--- config.mk ---
export PLATFORM = sky130hd
export DESIGN_NAME = disk_request_scheduler_top
export DESIGN_NICKNAME = d
export VERILOG_FILES = /design/src/design/dsched_pkg.sv /design/src/design/dsched_ctrl.sv /design/src/design/dsched_dp.sv /design/src/design/disk_request_scheduler_top.sv
export SDC_FILE = /design/constraint.sdc
export NUM_CORES = 1
export LEC_CHECK = 0
export BUFFER_PORTS_ARGS = -buffer_cell sky130_fd_sc_hd__buf_2
export CORE_MARGIN = 5
export CORE_UTILIZATION = 65
export DETAILED_ROUTE_END_ITERATION = 12
export PLACE_DENSITY = 0.83
export SYNTH_ARGS = -nofsm -noshare
export SYNTH_HDL_FRONTEND = slang
export SYNTH_SLANG_ARGS = --single-unit
--- constraint.sdc ---
create_clock -name i_clk -period 15.73 [get_ports i_clk]
set_input_delay 3.146 -clock i_clk [delete_from_list [all_inputs] [get_ports i_clk]]
set_output_delay 3.146 -clock i_clk [all_outputs]
set_load 0.005 [all_outputs]
--- src/design/dsched_pkg.sv ---
// Shared constants, policy codes and controller/datapath interface types for the disk scheduler.
package dsched_pkg;

    localparam int TRK_W      = 16;
    localparam int TAG_W      = 16;
    localparam int PEND_W     = 5;
    localparam int POL_W      = 2;
    localparam int IN_DATA_W  = 48;
    localparam int OUT_DATA_W = 40;

    localparam logic [POL_W-1:0] POL_FIFO  = 2'd0;
    localparam logic [POL_W-1:0] POL_SSTF  = 2'd1;
    localparam logic [POL_W-1:0] POL_LOOK  = 2'd2;
    localparam logic [POL_W-1:0] POL_CLOOK = 2'd3;

    localparam logic ACT_ADD  = 1'b0;
    localparam logic ACT_PICK = 1'b1;

    // Commands from the controller to the datapath.
    typedef struct packed {
        logic capture;
        logic exec;
        logic scan_read;
        logic pick;
        logic fetch;
        logic shift;
        logic dec;
        logic load_out;
    } t_cmd;

    // Status from the datapath to the controller.
    typedef struct packed {
        logic action;
        logic empty;
        logic scan_more;
        logic cmp_busy;
        logic fetch_tail;
        logic shift_last;
    } t_status;

endpackage

--- src/design/dsched_ctrl.sv ---
// Controller state machine of the disk scheduler: sequences add, scan, pick and compaction.
module dsched_ctrl (
    input  logic                 i_clk,
    input  logic                 i_rst_n,
    input  logic                 i_in_valid,
    output logic                 o_in_ready,
    input  logic                 i_out_ready,
    output logic                 o_out_valid,
    input  dsched_pkg::t_status  i_status,
    output dsched_pkg::t_cmd     o_cmd
);

    localparam logic [2:0] S_IDLE  = 3'd0;
    localparam logic [2:0] S_EXEC  = 3'd1;
    localparam logic [2:0] S_SCAN  = 3'd2;
    localparam logic [2:0] S_PICK  = 3'd3;
    localparam logic [2:0] S_FETCH = 3'd4;
    localparam logic [2:0] S_SHIFT = 3'd5;
    localparam logic [2:0] S_RESP  = 3'd6;

    logic [2:0] r_state;
    logic [2:0] n_state;
    logic       r_out_vld;
    logic       n_out_vld;

    always_comb begin
        n_state   = r_state;
        n_out_vld = r_out_vld;
        o_cmd     = '0;
        if (r_out_vld && i_out_ready) begin
            n_out_vld = 1'b0;
        end
        unique case (r_state)
            S_IDLE: begin
                if (i_in_valid) begin
                    o_cmd.capture = 1'b1;
                    n_state       = S_EXEC;
                end
            end
            S_EXEC: begin
                o_cmd.exec = 1'b1;
                if (i_status.action == dsched_pkg::ACT_ADD || i_status.empty) begin
                    n_state = S_RESP;
                end else begin
                    n_state = S_SCAN;
                end
            end
            S_SCAN: begin
                o_cmd.scan_read = i_status.scan_more;
                if (!i_status.scan_more && !i_status.cmp_busy) begin
                    n_state = S_PICK;
                end
            end
            S_PICK: begin
                o_cmd.pick = 1'b1;
                n_state    = S_FETCH;
            end
            S_FETCH: begin
                o_cmd.fetch = 1'b1;
                if (i_status.fetch_tail) begin
                    o_cmd.dec = 1'b1;
                    n_state   = S_RESP;
                end else begin
                    n_state = S_SHIFT;
                end
            end
            S_SHIFT: begin
                o_cmd.shift = 1'b1;
                if (i_status.shift_last) begin
                    o_cmd.dec = 1'b1;
                    n_state   = S_RESP;
                end
            end
            S_RESP: begin
                if (!r_out_vld || i_out_ready) begin
                    o_cmd.load_out = 1'b1;
                    n_out_vld      = 1'b1;
                    n_state        = S_IDLE;
                end
            end
            default: begin
                n_state = S_IDLE;
            end
        endcase
    end

    always_ff @(posedge i_clk) begin
        if (!i_rst_n) begin
            r_state   <= S_IDLE;
            r_out_vld <= 1'b0;
        end else begin
            r_state   <= n_state;
            r_out_vld <= n_out_vld;
        end
    end

    assign o_in_ready  = (r_state == S_IDLE);
    assign o_out_valid = r_out_vld;

endmodule

--- src/design/dsched_dp.sv ---
// Datapath of the disk scheduler: slot memory, fill count, candidate search and result register.
module dsched_dp #(
    parameter int QUEUE_DEPTH = 16
) (
    input  logic                                i_clk,
    input  logic                                i_rst_n,
    input  logic                                i_cfg_we,
    input  logic [dsched_pkg::POL_W-1:0]        i_cfg_wdata,
    input  logic                                i_in_action,
    input  logic [dsched_pkg::IN_DATA_W-1:0]    i_in_data,
    input  dsched_pkg::t_cmd                    i_cmd,
    output dsched_pkg::t_status                 o_status,
    output logic                                o_out_done,
    output logic [dsched_pkg::OUT_DATA_W-1:0]   o_out_data
);

    localparam int IDX_W = $clog2(QUEUE_DEPTH);
    localparam int CNT_W = $clog2(QUEUE_DEPTH + 1);
    localparam int EXT_W = CNT_W + 1;
    localparam int TRK_W = dsched_pkg::TRK_W;
    localparam int TAG_W = dsched_pkg::TAG_W;

    logic [TRK_W-1:0] r_mem_track [QUEUE_DEPTH];
    logic [TAG_W-1:0] r_mem_tag   [QUEUE_DEPTH];
    logic [TRK_W-1:0] r_rd_track;
    logic [TAG_W-1:0] r_rd_tag;

    logic [dsched_pkg::POL_W-1:0] r_policy;
    logic                         r_sweep_up;
    logic [CNT_W-1:0]             r_count;
    logic [CNT_W-1:0]             r_cnt;
    logic [IDX_W-1:0]             r_ptr;

    logic             r_action;
    logic [TRK_W-1:0] r_track;
    logic [TAG_W-1:0] r_tag;
    logic [TRK_W-1:0] r_head;

    logic             r_cmp_en;
    logic [IDX_W-1:0] r_cmp_idx;

    logic             r_v_all, r_v_up, r_v_dn, r_v_min;
    logic [IDX_W-1:0] r_i_all, r_i_up, r_i_dn, r_i_min;
    logic [TRK_W-1:0] r_d_all, r_d_up, r_d_dn, r_t_min;

    logic             r_done;
    logic [TRK_W-1:0] r_out_track;
    logic [TAG_W-1:0] r_out_tag;
    logic             r_o_done;
    logic [dsched_pkg::OUT_DATA_W-1:0] r_o_data;

    logic             w_empty;
    logic             w_full;
    logic [IDX_W-1:0] w_raddr;
    logic             w_we;
    logic [IDX_W-1:0] w_waddr;
    logic [TRK_W-1:0] w_wtrack;
    logic [TAG_W-1:0] w_wtag;
    logic [TRK_W-1:0] w_dist;
    logic             w_ge;
    logic             w_le;
    logic [IDX_W-1:0] w_k;
    logic             w_flip;

    assign w_empty = (r_count == '0);
    assign w_full  = (r_count == CNT_W'(QUEUE_DEPTH));

    // Read address: scan counter by default, the chosen slot at a pick,
    // and the slot after the hole while compacting.
    always_comb begin
        w_raddr = r_cnt[IDX_W-1:0];
        if (i_cmd.pick) begin
            w_raddr = w_k;
        end else if (i_cmd.fetch) begin
            w_raddr = r_ptr + IDX_W'(1);
        end else if (i_cmd.shift) begin
            w_raddr = r_ptr + IDX_W'(2);
        end
    end

    always_comb begin
        w_we     = 1'b0;
        w_waddr  = r_ptr;
        w_wtrack = r_rd_track;
        w_wtag   = r_rd_tag;
        if (i_cmd.exec && r_action == dsched_pkg::ACT_ADD && !w_full) begin
            w_we     = 1'b1;
            w_waddr  = r_count[IDX_W-1:0];
            w_wtrack = r_track;
            w_wtag   = r_tag;
        end else if (i_cmd.shift) begin
            w_we = 1'b1;
        end
    end

    always_ff @(posedge i_clk) begin
        if (w_we) begin
            r_mem_track[w_waddr] <= w_wtrack;
            r_mem_tag[w_waddr]   <= w_wtag;
        end
        r_rd_track <= r_mem_track[w_raddr];
        r_rd_tag   <= r_mem_tag[w_raddr];
    end

    assign w_ge   = (r_rd_track >= r_head);
    assign w_le   = (r_rd_track <= r_head);
    assign w_dist = w_ge ? (r_rd_track - r_head) : (r_head - r_rd_track);

    // Choice of slot; LOOK turns around when nothing lies in the sweep direction.
    always_comb begin
        w_k    = '0;
        w_flip = 1'b0;
        case (r_policy)
            dsched_pkg::POL_FIFO: begin
                w_k = '0;
            end
            dsched_pkg::POL_SSTF: begin
                w_k = r_i_all;
            end
            dsched_pkg::POL_LOOK: begin
                if (r_sweep_up) begin
                    w_k    = r_v_up ? r_i_up : r_i_dn;
                    w_flip = !r_v_up;
                end else begin
                    w_k    = r_v_dn ? r_i_dn : r_i_up;
                    w_flip = !r_v_dn;
                end
            end
            default: begin
                w_k = r_v_up ? r_i_up : r_i_min;
            end
        endcase
    end

    always_ff @(posedge i_clk) begin
        if (!i_rst_n) begin
            r_policy   <= dsched_pkg::POL_FIFO;
            r_sweep_up <= 1'b1;
            r_count    <= '0;
            r_cmp_en   <= 1'b0;
        end else begin
            if (i_cfg_we) begin
                r_policy <= i_cfg_wdata;
            end
            if (i_cmd.pick && w_flip) begin
                r_sweep_up <= !r_sweep_up;
            end
            if (i_cmd.exec && r_action == dsched_pkg::ACT_ADD && !w_full) begin
                r_count <= r_count + CNT_W'(1);
            end else if (i_cmd.dec) begin
                r_count <= r_count - CNT_W'(1);
            end
            r_cmp_en <= i_cmd.scan_read;
        end
    end

    always_ff @(posedge i_clk) begin
        if (i_cmd.capture) begin
            r_action <= i_in_action;
            r_track  <= i_in_data[TRK_W-1:0];
            r_tag    <= i_in_data[TRK_W+TAG_W-1:TRK_W];
            r_head   <= i_in_data[2*TRK_W+TAG_W-1:TRK_W+TAG_W];
        end
        if (i_cmd.scan_read) begin
            r_cnt     <= r_cnt + CNT_W'(1);
            r_cmp_idx <= r_cnt[IDX_W-1:0];
        end
        if (i_cmd.exec) begin
            r_done      <= (r_action == dsched_pkg::ACT_PICK) ? !w_empty : !w_full;
            r_out_track <= '0;
            r_out_tag   <= '0;
            r_cnt       <= '0;
            r_v_all     <= 1'b0;
            r_v_up      <= 1'b0;
            r_v_dn      <= 1'b0;
            r_v_min     <= 1'b0;
        end
        // Strict compares keep the oldest slot on ties.
        if (r_cmp_en) begin
            if (!r_v_all || w_dist < r_d_all) begin
                r_v_all <= 1'b1;
                r_i_all <= r_cmp_idx;
                r_d_all <= w_dist;
            end
            if (w_ge && (!r_v_up || w_dist < r_d_up)) begin
                r_v_up <= 1'b1;
                r_i_up <= r_cmp_idx;
                r_d_up <= w_dist;
            end
            if (w_le && (!r_v_dn || w_dist < r_d_dn)) begin
                r_v_dn <= 1'b1;
                r_i_dn <= r_cmp_idx;
                r_d_dn <= w_dist;
            end
            if (!r_v_min || r_rd_track < r_t_min) begin
                r_v_min <= 1'b1;
                r_i_min <= r_cmp_idx;
                r_t_min <= r_rd_track;
            end
        end
        if (i_cmd.pick) begin
            r_ptr <= w_k;
        end
        if (i_cmd.fetch) begin
            r_out_track <= r_rd_track;
            r_out_tag   <= r_rd_tag;
        end
        if (i_cmd.shift) begin
            r_ptr <= r_ptr + IDX_W'(1);
        end
        if (i_cmd.load_out) begin
            r_o_done <= r_done;
            r_o_data <= {(dsched_pkg::OUT_DATA_W - dsched_pkg::PEND_W - TRK_W - TAG_W)'(0),
                         dsched_pkg::PEND_W'(r_count), r_out_track, r_out_tag};
        end
    end

    assign o_status.action     = r_action;
    assign o_status.empty      = w_empty;
    assign o_status.scan_more  = (r_cnt < r_count);
    assign o_status.cmp_busy   = r_cmp_en;
    assign o_status.fetch_tail = ((EXT_W'(r_ptr) + EXT_W'(1)) >= EXT_W'(r_count));
    assign o_status.shift_last = ((EXT_W'(r_ptr) + EXT_W'(2)) >= EXT_W'(r_count));

    assign o_out_done = r_o_done;
    assign o_out_data = r_o_data;

endmodule

--- src/design/disk_request_scheduler_top.sv ---
// Top level of the disk request scheduler: stream ports, controller and datapath.
//
//  Channel  | Direction | Transfer when               | Contents
//  ---------+-----------+-----------------------------+-------------------------------------
//  s_axis   | in        | s_axis_tvalid & tready      | tuser action; tdata track, tag, head
//  m_axis   | out       | m_axis_tvalid & tready      | tuser done; tdata tag, track, pending
//  cfg      | in        | i_cfg_we                    | i_cfg_wdata policy
//
// One item is processed at a time. An add goes from capture through the exec and result states.
// A pick runs a search pass with one slot memory read per cycle, then picks and fetches
// the slot and moves one slot per cycle while the younger requests close the gap. Reset
// is synchronous and active low; it empties the store and sets the sweep toward higher
// tracks. The result waits in an output register, so a stall on m_axis only holds the
// block once the next result is ready to leave.
module disk_request_scheduler_top #(
    parameter int QUEUE_DEPTH = 16
) (
    input  logic                                i_clk,
    input  logic                                i_rst_n,
    input  logic                                i_cfg_we,
    input  logic [dsched_pkg::POL_W-1:0]        i_cfg_wdata,
    input  logic                                s_axis_tvalid,
    output logic                                s_axis_tready,
    // tdata fields from bit 0 up: track[15:0], tag[31:16], head[47:32].
    input  logic [dsched_pkg::IN_DATA_W-1:0]    s_axis_tdata,
    // tuser fields: action[0].
    input  logic                                s_axis_tuser,
    output logic                                m_axis_tvalid,
    input  logic                                m_axis_tready,
    // tdata fields from bit 0 up: out_tag[15:0], out_track[31:16], pending[36:32].
    output logic [dsched_pkg::OUT_DATA_W-1:0]   m_axis_tdata,
    // tuser fields: done_res[0].
    output logic                                m_axis_tuser
);

    dsched_pkg::t_cmd    w_cmd;
    dsched_pkg::t_status w_status;

    // The controller owns the handshakes; the datapath owns every stored data value.
    dsched_ctrl u_ctrl (
        .i_clk       (i_clk),
        .i_rst_n     (i_rst_n),
        .i_in_valid  (s_axis_tvalid),
        .o_in_ready  (s_axis_tready),
        .i_out_ready (m_axis_tready),
        .o_out_valid (m_axis_tvalid),
        .i_status    (w_status),
        .o_cmd       (w_cmd)
    );

    dsched_dp #(
        .QUEUE_DEPTH (QUEUE_DEPTH)
    ) u_dp (
        .i_clk       (i_clk),
        .i_rst_n     (i_rst_n),
        .i_cfg_we    (i_cfg_we),
        .i_cfg_wdata (i_cfg_wdata),
        .i_in_action (s_axis_tuser),
        .i_in_data   (s_axis_tdata),
        .i_cmd       (w_cmd),
        .o_status    (w_status),
        .o_out_done  (m_axis_tuser),
        .o_out_data  (m_axis_tdata)
    );

endmodule

; Yosys cells after proc, flatten, opt, wreduce, memory -nomap -nowiden
; Memory sizes are Yosys's and may differ from the RTL's. A register that Yosys moved wholly into a read port is not among the register bits.
; Cells that the tools add are included.
[word_totals]
in_bits = 56
ff_bits = 230
n_memories = 2
wordCells = 158
ram_bits = 512
out_inout_bits = 43
[mem_list]
columns = name, words, word_bits, read_ports, rd_clocked_by_memory_dff, write_ports, line
row1 = u_dp.r_mem_tag, 16, 16, 1, 1, 1, dsched_dp.sv:24  ; logic [TAG_W-1:0] r_mem_tag [QUEUE_DEPTH];
row2 = u_dp.r_mem_track, 16, 16, 1, 1, 1, dsched_dp.sv:23  ; logic [TRK_W-1:0] r_mem_track [QUEUE_DEPTH];
[classes]
reduce_logical = 34
bitwise_logic = 1
n_mux = 60
addsub = 9
n_eq_ne = 13
n_lt_le_gt_ge = 9
[op_table]
columns = cell, n
row1 = $mux W16, 6
row2 = $lt A16 B16 Y1, 4
row3 = $mux W4, 10
row4 = $mux W1, 33
row5 = $sub A16 B16 Y16, 2
row6 = $pmux W3 S7, 1
row7 = $ge A16 B16 Y1, 1
row8 = $le A16 B16 Y1, 1
row9 = $mux W3, 5
row10 = $ge A6 B5 Y1, 2
row11 = $pmux W4 S3, 1
row12 = $add A5 B1 Y5 const B, 2
row13 = $logic_not A1 Y1, 10
row14 = $mux W5, 2
row15 = $eq A3 B3 Y1 const B, 3
row16 = $reduce_and A2 Y1, 4
row17 = $logic_and A1 B1 Y1, 7
row18 = $eq A3 B2 Y1 const B, 2
row19 = $logic_or A1 B1 Y1, 6
row20 = $ne A2 B1 Y1 const B, 3
row21 = $reduce_bool A2 Y1, 3
row22 = $add A4 B1 Y5 const B, 1
row23 = $add A4 B2 Y5 const B, 1
row24 = $eq A5 B5 Y1 const B, 1
row25 = 15 further kinds, 15

; Depth between registers and ports, before layout
[logic_depth]
depth_word = 7
mapped_depth = 21
ltp_nobuf = 20

; Hierarchy
; Synthesis repeated with hierarchy kept, for this count alone.
[unflattened]
cells_unflattened = 2184
area_unflattened_um2 = 32102.0
[by_module_without_submodules]
columns = module, seq_area_each_um2, n_inst, cells_each, area_per_inst_um2
row1 = dsched_dp, 22621.7, 1, 2140, 31788.0
row2 = dsched_ctrl, 80.1, 1, 44, 314.1

; Worst setup path before layout
; Ideal clock, no wire load.
[synth_timing]
kind = input -> register
startpoint = input m_axis_tready
endpoint = register u_dp.r_o_data, in the netlist u_dp.o_out_data[0], enable pin
arrival_ns = 6.021
setup_ns = 0.488
path_stages = 2
t_required_ns = 15.242
path_buffers = 0
slack_ns = 9.220
cell_sequence = nor2b_1 -> nor3b_1
[synth_lines]
columns = item, line
row1 = start: declaration, disk_request_scheduler_top.sv:29  ; input logic m_axis_tready,
row2 = end signal: assignment, dsched_dp.sv:213  ; r_o_data <= {(dsched_pkg::OUT_DATA_W - dsched_pkg::PEND_W - TRK_W - TAG_W)'(0),
row3 = end: declaration, dsched_dp.sv:50  ; logic [dsched_pkg::OUT_DATA_W-1:0] r_o_data;

; Worst setup path after layout
[layout_timing]
startpoint = register u_dp.r_rd_track[0] (read register of u_dp.r_mem_track)
endpoint = register u_dp.r_d_up[4], enable pin
[layout_between]
elab_chain_len = 6
elab_cells_between_ends = 8
classes_between = add/sub (2) / order compare (2) / mux (1) / reduce/logical (3)
[layout_lines]
columns = item, line
row1 = start: declaration, dsched_dp.sv:25  ; logic [TRK_W-1:0] r_rd_track;
row2 = $sub A16 B16 Y16 or $ge A16 B16 Y1 (tied branches), "dsched_dp.sv:107, dsched_dp.sv:105"
row3 = $mux W16 *, dsched_dp.sv:107  ; assign w_dist = w_ge ? (r_rd_track - r_head) : (r_head - r_rd_track);
row4 = via u_dp.w_dist[10], dsched_dp.sv:59  ; logic [TRK_W-1:0] w_dist;
row5 = $lt A16 B16 Y1 *, dsched_dp.sv:185  ; if (w_ge && (!r_v_up || w_dist < r_d_up)) begin
row6 = $logic_or A1 B1 Y1 *, dsched_dp.sv:185
row7 = $logic_and A1 B1 Y1 *, dsched_dp.sv:185
row8 = $reduce_and A2 Y1 (no source line) *, --
row9 = end signal: assignment, dsched_dp.sv:188  ; r_d_up <= w_dist;
row10 = end: declaration, dsched_dp.sv:44  ; logic [TRK_W-1:0] r_d_all, r_d_up, r_d_dn, r_t_min;
; The timed path passes the listed nets; every way through them passes the cells marked *.
; A chain may end at the register's enable or synchronous reset.

==> flow_summary.json <==
{
  "powerDensity_mw_per_mm2": 222.0,
  "power_mw": 8.050,
  "hold_class": "reg -> reg",
  "wl_per_cell_um": 24.80,
  "skew_ns": 0.02682,
  "rows": 81,
  "start_util_pct": 65.74,
  "crit_family": "compound AO/OA/AOI/OAI gates",
  "first_iter_violations": 2770,
  "min_to": "u_dp.o_out_done",
  "dp_cells": 3031,
  "final_area_mm2": 0.03626,
  "yosysMostFrequentCell": "edfxtp_1",
  "vias_per_cell": 6.388,
  "peakVddDrop_mv": 0.2528,
  "yosys.area.top_type_share_pct": 67.18,
  "cts_sinks": 774,
  "final.setup.tns_ns": 0,
  "drive_above_1_share_pct": 14.59,
  "grt_start_max_net_pins": 193,
  "slew_viol_final": 0,
  "worstReg2RegStart": "u_dp.r_rd_track[0]",
  "post-route-min-period_ns": 5.953,
  "groute.usage.overall_pct": 28.95,
  "dpl_cell_area_mm2": 0.03361,
  "rr_worst_depth": 19,
  "ff2ff_setup_slack_ns": 9.78,
  "final.fill_count": 2787,
  "ctsLongestPathBuffers": 3,
  "numPortBuffers": 95,
  "seq_area_frac_synth_pct": 70.54,
  "whs_ns": 0.4046,
  "final_net_count": 2616,
  "worstPathArrival_ns": 6.25,
  "core-area_mm2": 0.04895,
  "hpwl_mm": 44.79,
  "crit_slowest_cell": "nor3_2",
  "synthArstFlopShare_pct": 0,
  "fp.dieH_um": 232.5,
  "cts_tree": "built",
  "ant_nets": 0,
  "cp.required_ns": 16.02,
  "antenna_found_initial": 0,
  "clock_tree.root_cell": "clkbuf_16",
  "end_kind": "flop",
  "grt_overflow_total": 0,
  "synth_edf_count": 720,
  "path_clk_slew_ns": 0.06,
  "cp-start-kind": "flop",
  "grt_pass1_wl_mm": 118.3,
  "grt_pass1_vias": 20340,
  "htreeDepth": 3,
  "whs_path_depth": 0,
  "critical_path_class": "reg -> reg",
  "cp_slowest_stage_delay_ns": 0.64,
  "first_pass_iters": 6,
  "hold_viol_final": 0,
  "fp.dieW_um": 232.5,
  "syn2layout_area_growth_pct": 12.67,
  "synth_top_flop_cell": "edfxtp_1",
  "yosysWarnings": 0,
  "cap_violations": 0,
  "worst_pin_slew_ns": 1.309,
  "synthCells": 2329,
  "drcViolationCount": 0,
  "regToRegEndpoint": "u_dp.r_d_up[4]",
  "rsz0062_at_grt": "false",
  "max_freq_mhz": 168.0,
  "min_from": "u_dp.r_done",
  "synthDistinctLibCells": 77,
  "vias": 20280,
  "cts_made_buffers": 77,
  "dp_slack_ns": 9.909,
  "crit_buf_inv": 3,
  "outcome": "finished clean",
  "ys_ff_latch": 774,
  "slew_headroom_pct": 12.72,
  "syn_area_per_cell_um2": 13.82,
  "path_cells": "inv_1 > ha_1 > inv_1 > fa_1 > a211oi_1 > nor2_1 > o221ai_4 > nand4b_4 > mux2_4 > a2111o_1 > xor2_1 > ha_1 > a21o_1 > a21oi_1 > o21ai_0 > a211oi_1 > nor2_1 > nor3_2 > buf_4",
  "cellLeakagePower_nw": 13.18,
  "wirelength_mm": 78.72,
  "crit_cells": 19,
  "yosys-top-cells-area": "edfxtp_1 67%, nand2_1 5.3%, ha_1 4.3%",
  "setup_ws_ns": 9.777,
  "critPathLaunch": "u_dp.r_rd_track[0]",
  "synth_top_area_cell": "edfxtp_1",
  "gp_congestion": 0.9321,
  "clkLatencyLatePin_ns": 0.62,
  "period_share_pct": 37.84,
  "ys_top_cells_by_count": "720 x edfxtp_1, 458 x nand2_1, 138 x nand3_1",
  "holdBufCountCts": 0,
  "setup_viol": 0,
  "stdcell_count": 3174,
  "synth_area_mm2": 0.03218,
  "regArea_mm2": 0.02270,
  "cp_max_fo": 25,
  "cts_resized": 0,
  "post_cts_buffers": 0,
  "multi_input_area_mm2": 0.008763,
  "utilization_pct": 74.08,
  "pin_count": 99,
  "die-area_mm2": 0.05406
}
[layout by cell type, fill, tap and decap left out, drive strengths merged, types with 21 or more instances in the layout]
| cell | instances |
|---|---|
| a21o | 36 |
| a21oi | 49 |
| a311o | 32 |
| a31oi | 44 |
| and2 | 21 |
| and3 | 38 |
| buf | 149 |
| clkbuf | 108 |
| dfxtp | 54 |
| edfxtp | 720 |
| ha | 111 |
| inv | 115 |
| mux2 | 23 |
| mux4 | 32 |
| nand2 | 458 |
| nand3 | 138 |
| nand4 | 43 |
| nor2 | 83 |
| o21ai | 51 |
[registers in the layout (all words and copies together), names as in the netlist, 3 cells and up]
| name | cells |
|---|---|
| u_dp.r_mem_tag | 256 |
| u_dp.r_mem_track | 256 |
| u_dp.o_out_data | 37 |
| u_dp.r_d_all | 16 |
| u_dp.r_d_dn | 16 |
| u_dp.r_d_up | 16 |
| u_dp.r_head | 16 |
| u_dp.r_out_tag | 16 |
| u_dp.r_out_track | 16 |
| u_dp.r_rd_tag | 16 |
| u_dp.r_rd_track | 16 |
| u_dp.r_t_min | 16 |
| u_dp.r_tag | 16 |
| u_dp.r_track | 16 |
| u_dp.r_cnt | 5 |
| u_dp.r_count | 5 |
| u_dp.r_cmp_idx | 4 |
| u_dp.r_i_all | 4 |
| u_dp.r_i_dn | 4 |
| u_dp.r_i_min | 4 |
| u_dp.r_i_up | 4 |
| u_dp.r_ptr | 4 |
| u_ctrl.r_state | 3 |
[layout make-up]
class,instances,area share (%)
sequential,774,62.61
multi-input combinational,1332,24.17
clock buffer,108,5.859
timing repair buffer,149,2.464
tap,664,2.291
clock inverter,34,1.446
inverter,112,1.159
antenna,1,0.006901
[report_power, final]
| part | internal (mW) | switching [mW] |
|---|---|---|
| logic | 1.06 | 2.04 |
| registers | 2.90 | 0.142 |
| clock network | 1.14 | 0.777 |
| total | 5.09 | 2.96 |
[metal layers]
layer	share of wire [%]	global-route usage, %	wire length, um
met2	50	48.77	39330
met3	9.4	5.259	7381
met4	3.2	9.839	2507
met5	0	0	0
met1	37	38.78	29500
[worst register-to-register path, delay by kind of cell, from the launching register on]
kind / cells / cell delay [ns]
compound gates: 7 / 1.61
fa+ha+maj: 3 / 0.94
buf+inv: 3 / 0.50
xor+xnor: 1 / 0.48
mux: 1 / 0.44
flops: 1 / 0.34
simple gates: 4 / 1.29
[worst max path at each step]
| stage | end | slack, ns |
|---|---|---|
| 6_report | u_dp.r_d_up[4] | 9.78 |
| 2_1_floorplan | u_dp.o_out_data[0] | 9.22 |
| 3_3_place_gp | u_dp.r_i_up[2] | 10.06 |
| 5_1_grt | u_dp.r_d_up[7] | 9.47 |
| 3_5_place_dp | u_dp.r_d_up[0] | 9.91 |
| 4_1_cts | u_dp.r_d_up[2] | 9.85 |
[kinds of logic (layout without fill, tap and decap cells)]
group                      after synthesis  count (layout)  synth area share (%)
adders and majority gates              114             114                 4.502
and+or+nand+nor                        844             844                 11.81
AOI/OAI and AO/OA                      274             274                 5.980
muxes                                   72              72                 3.585
buffers and inverters                  225             403                 2.893
DFF                                    774             774                 70.54
xor gates and xnor gates                25              25                0.6804
other                                    1               4               0.01165
No activity file was read; power rests on OpenSTA's default activity.
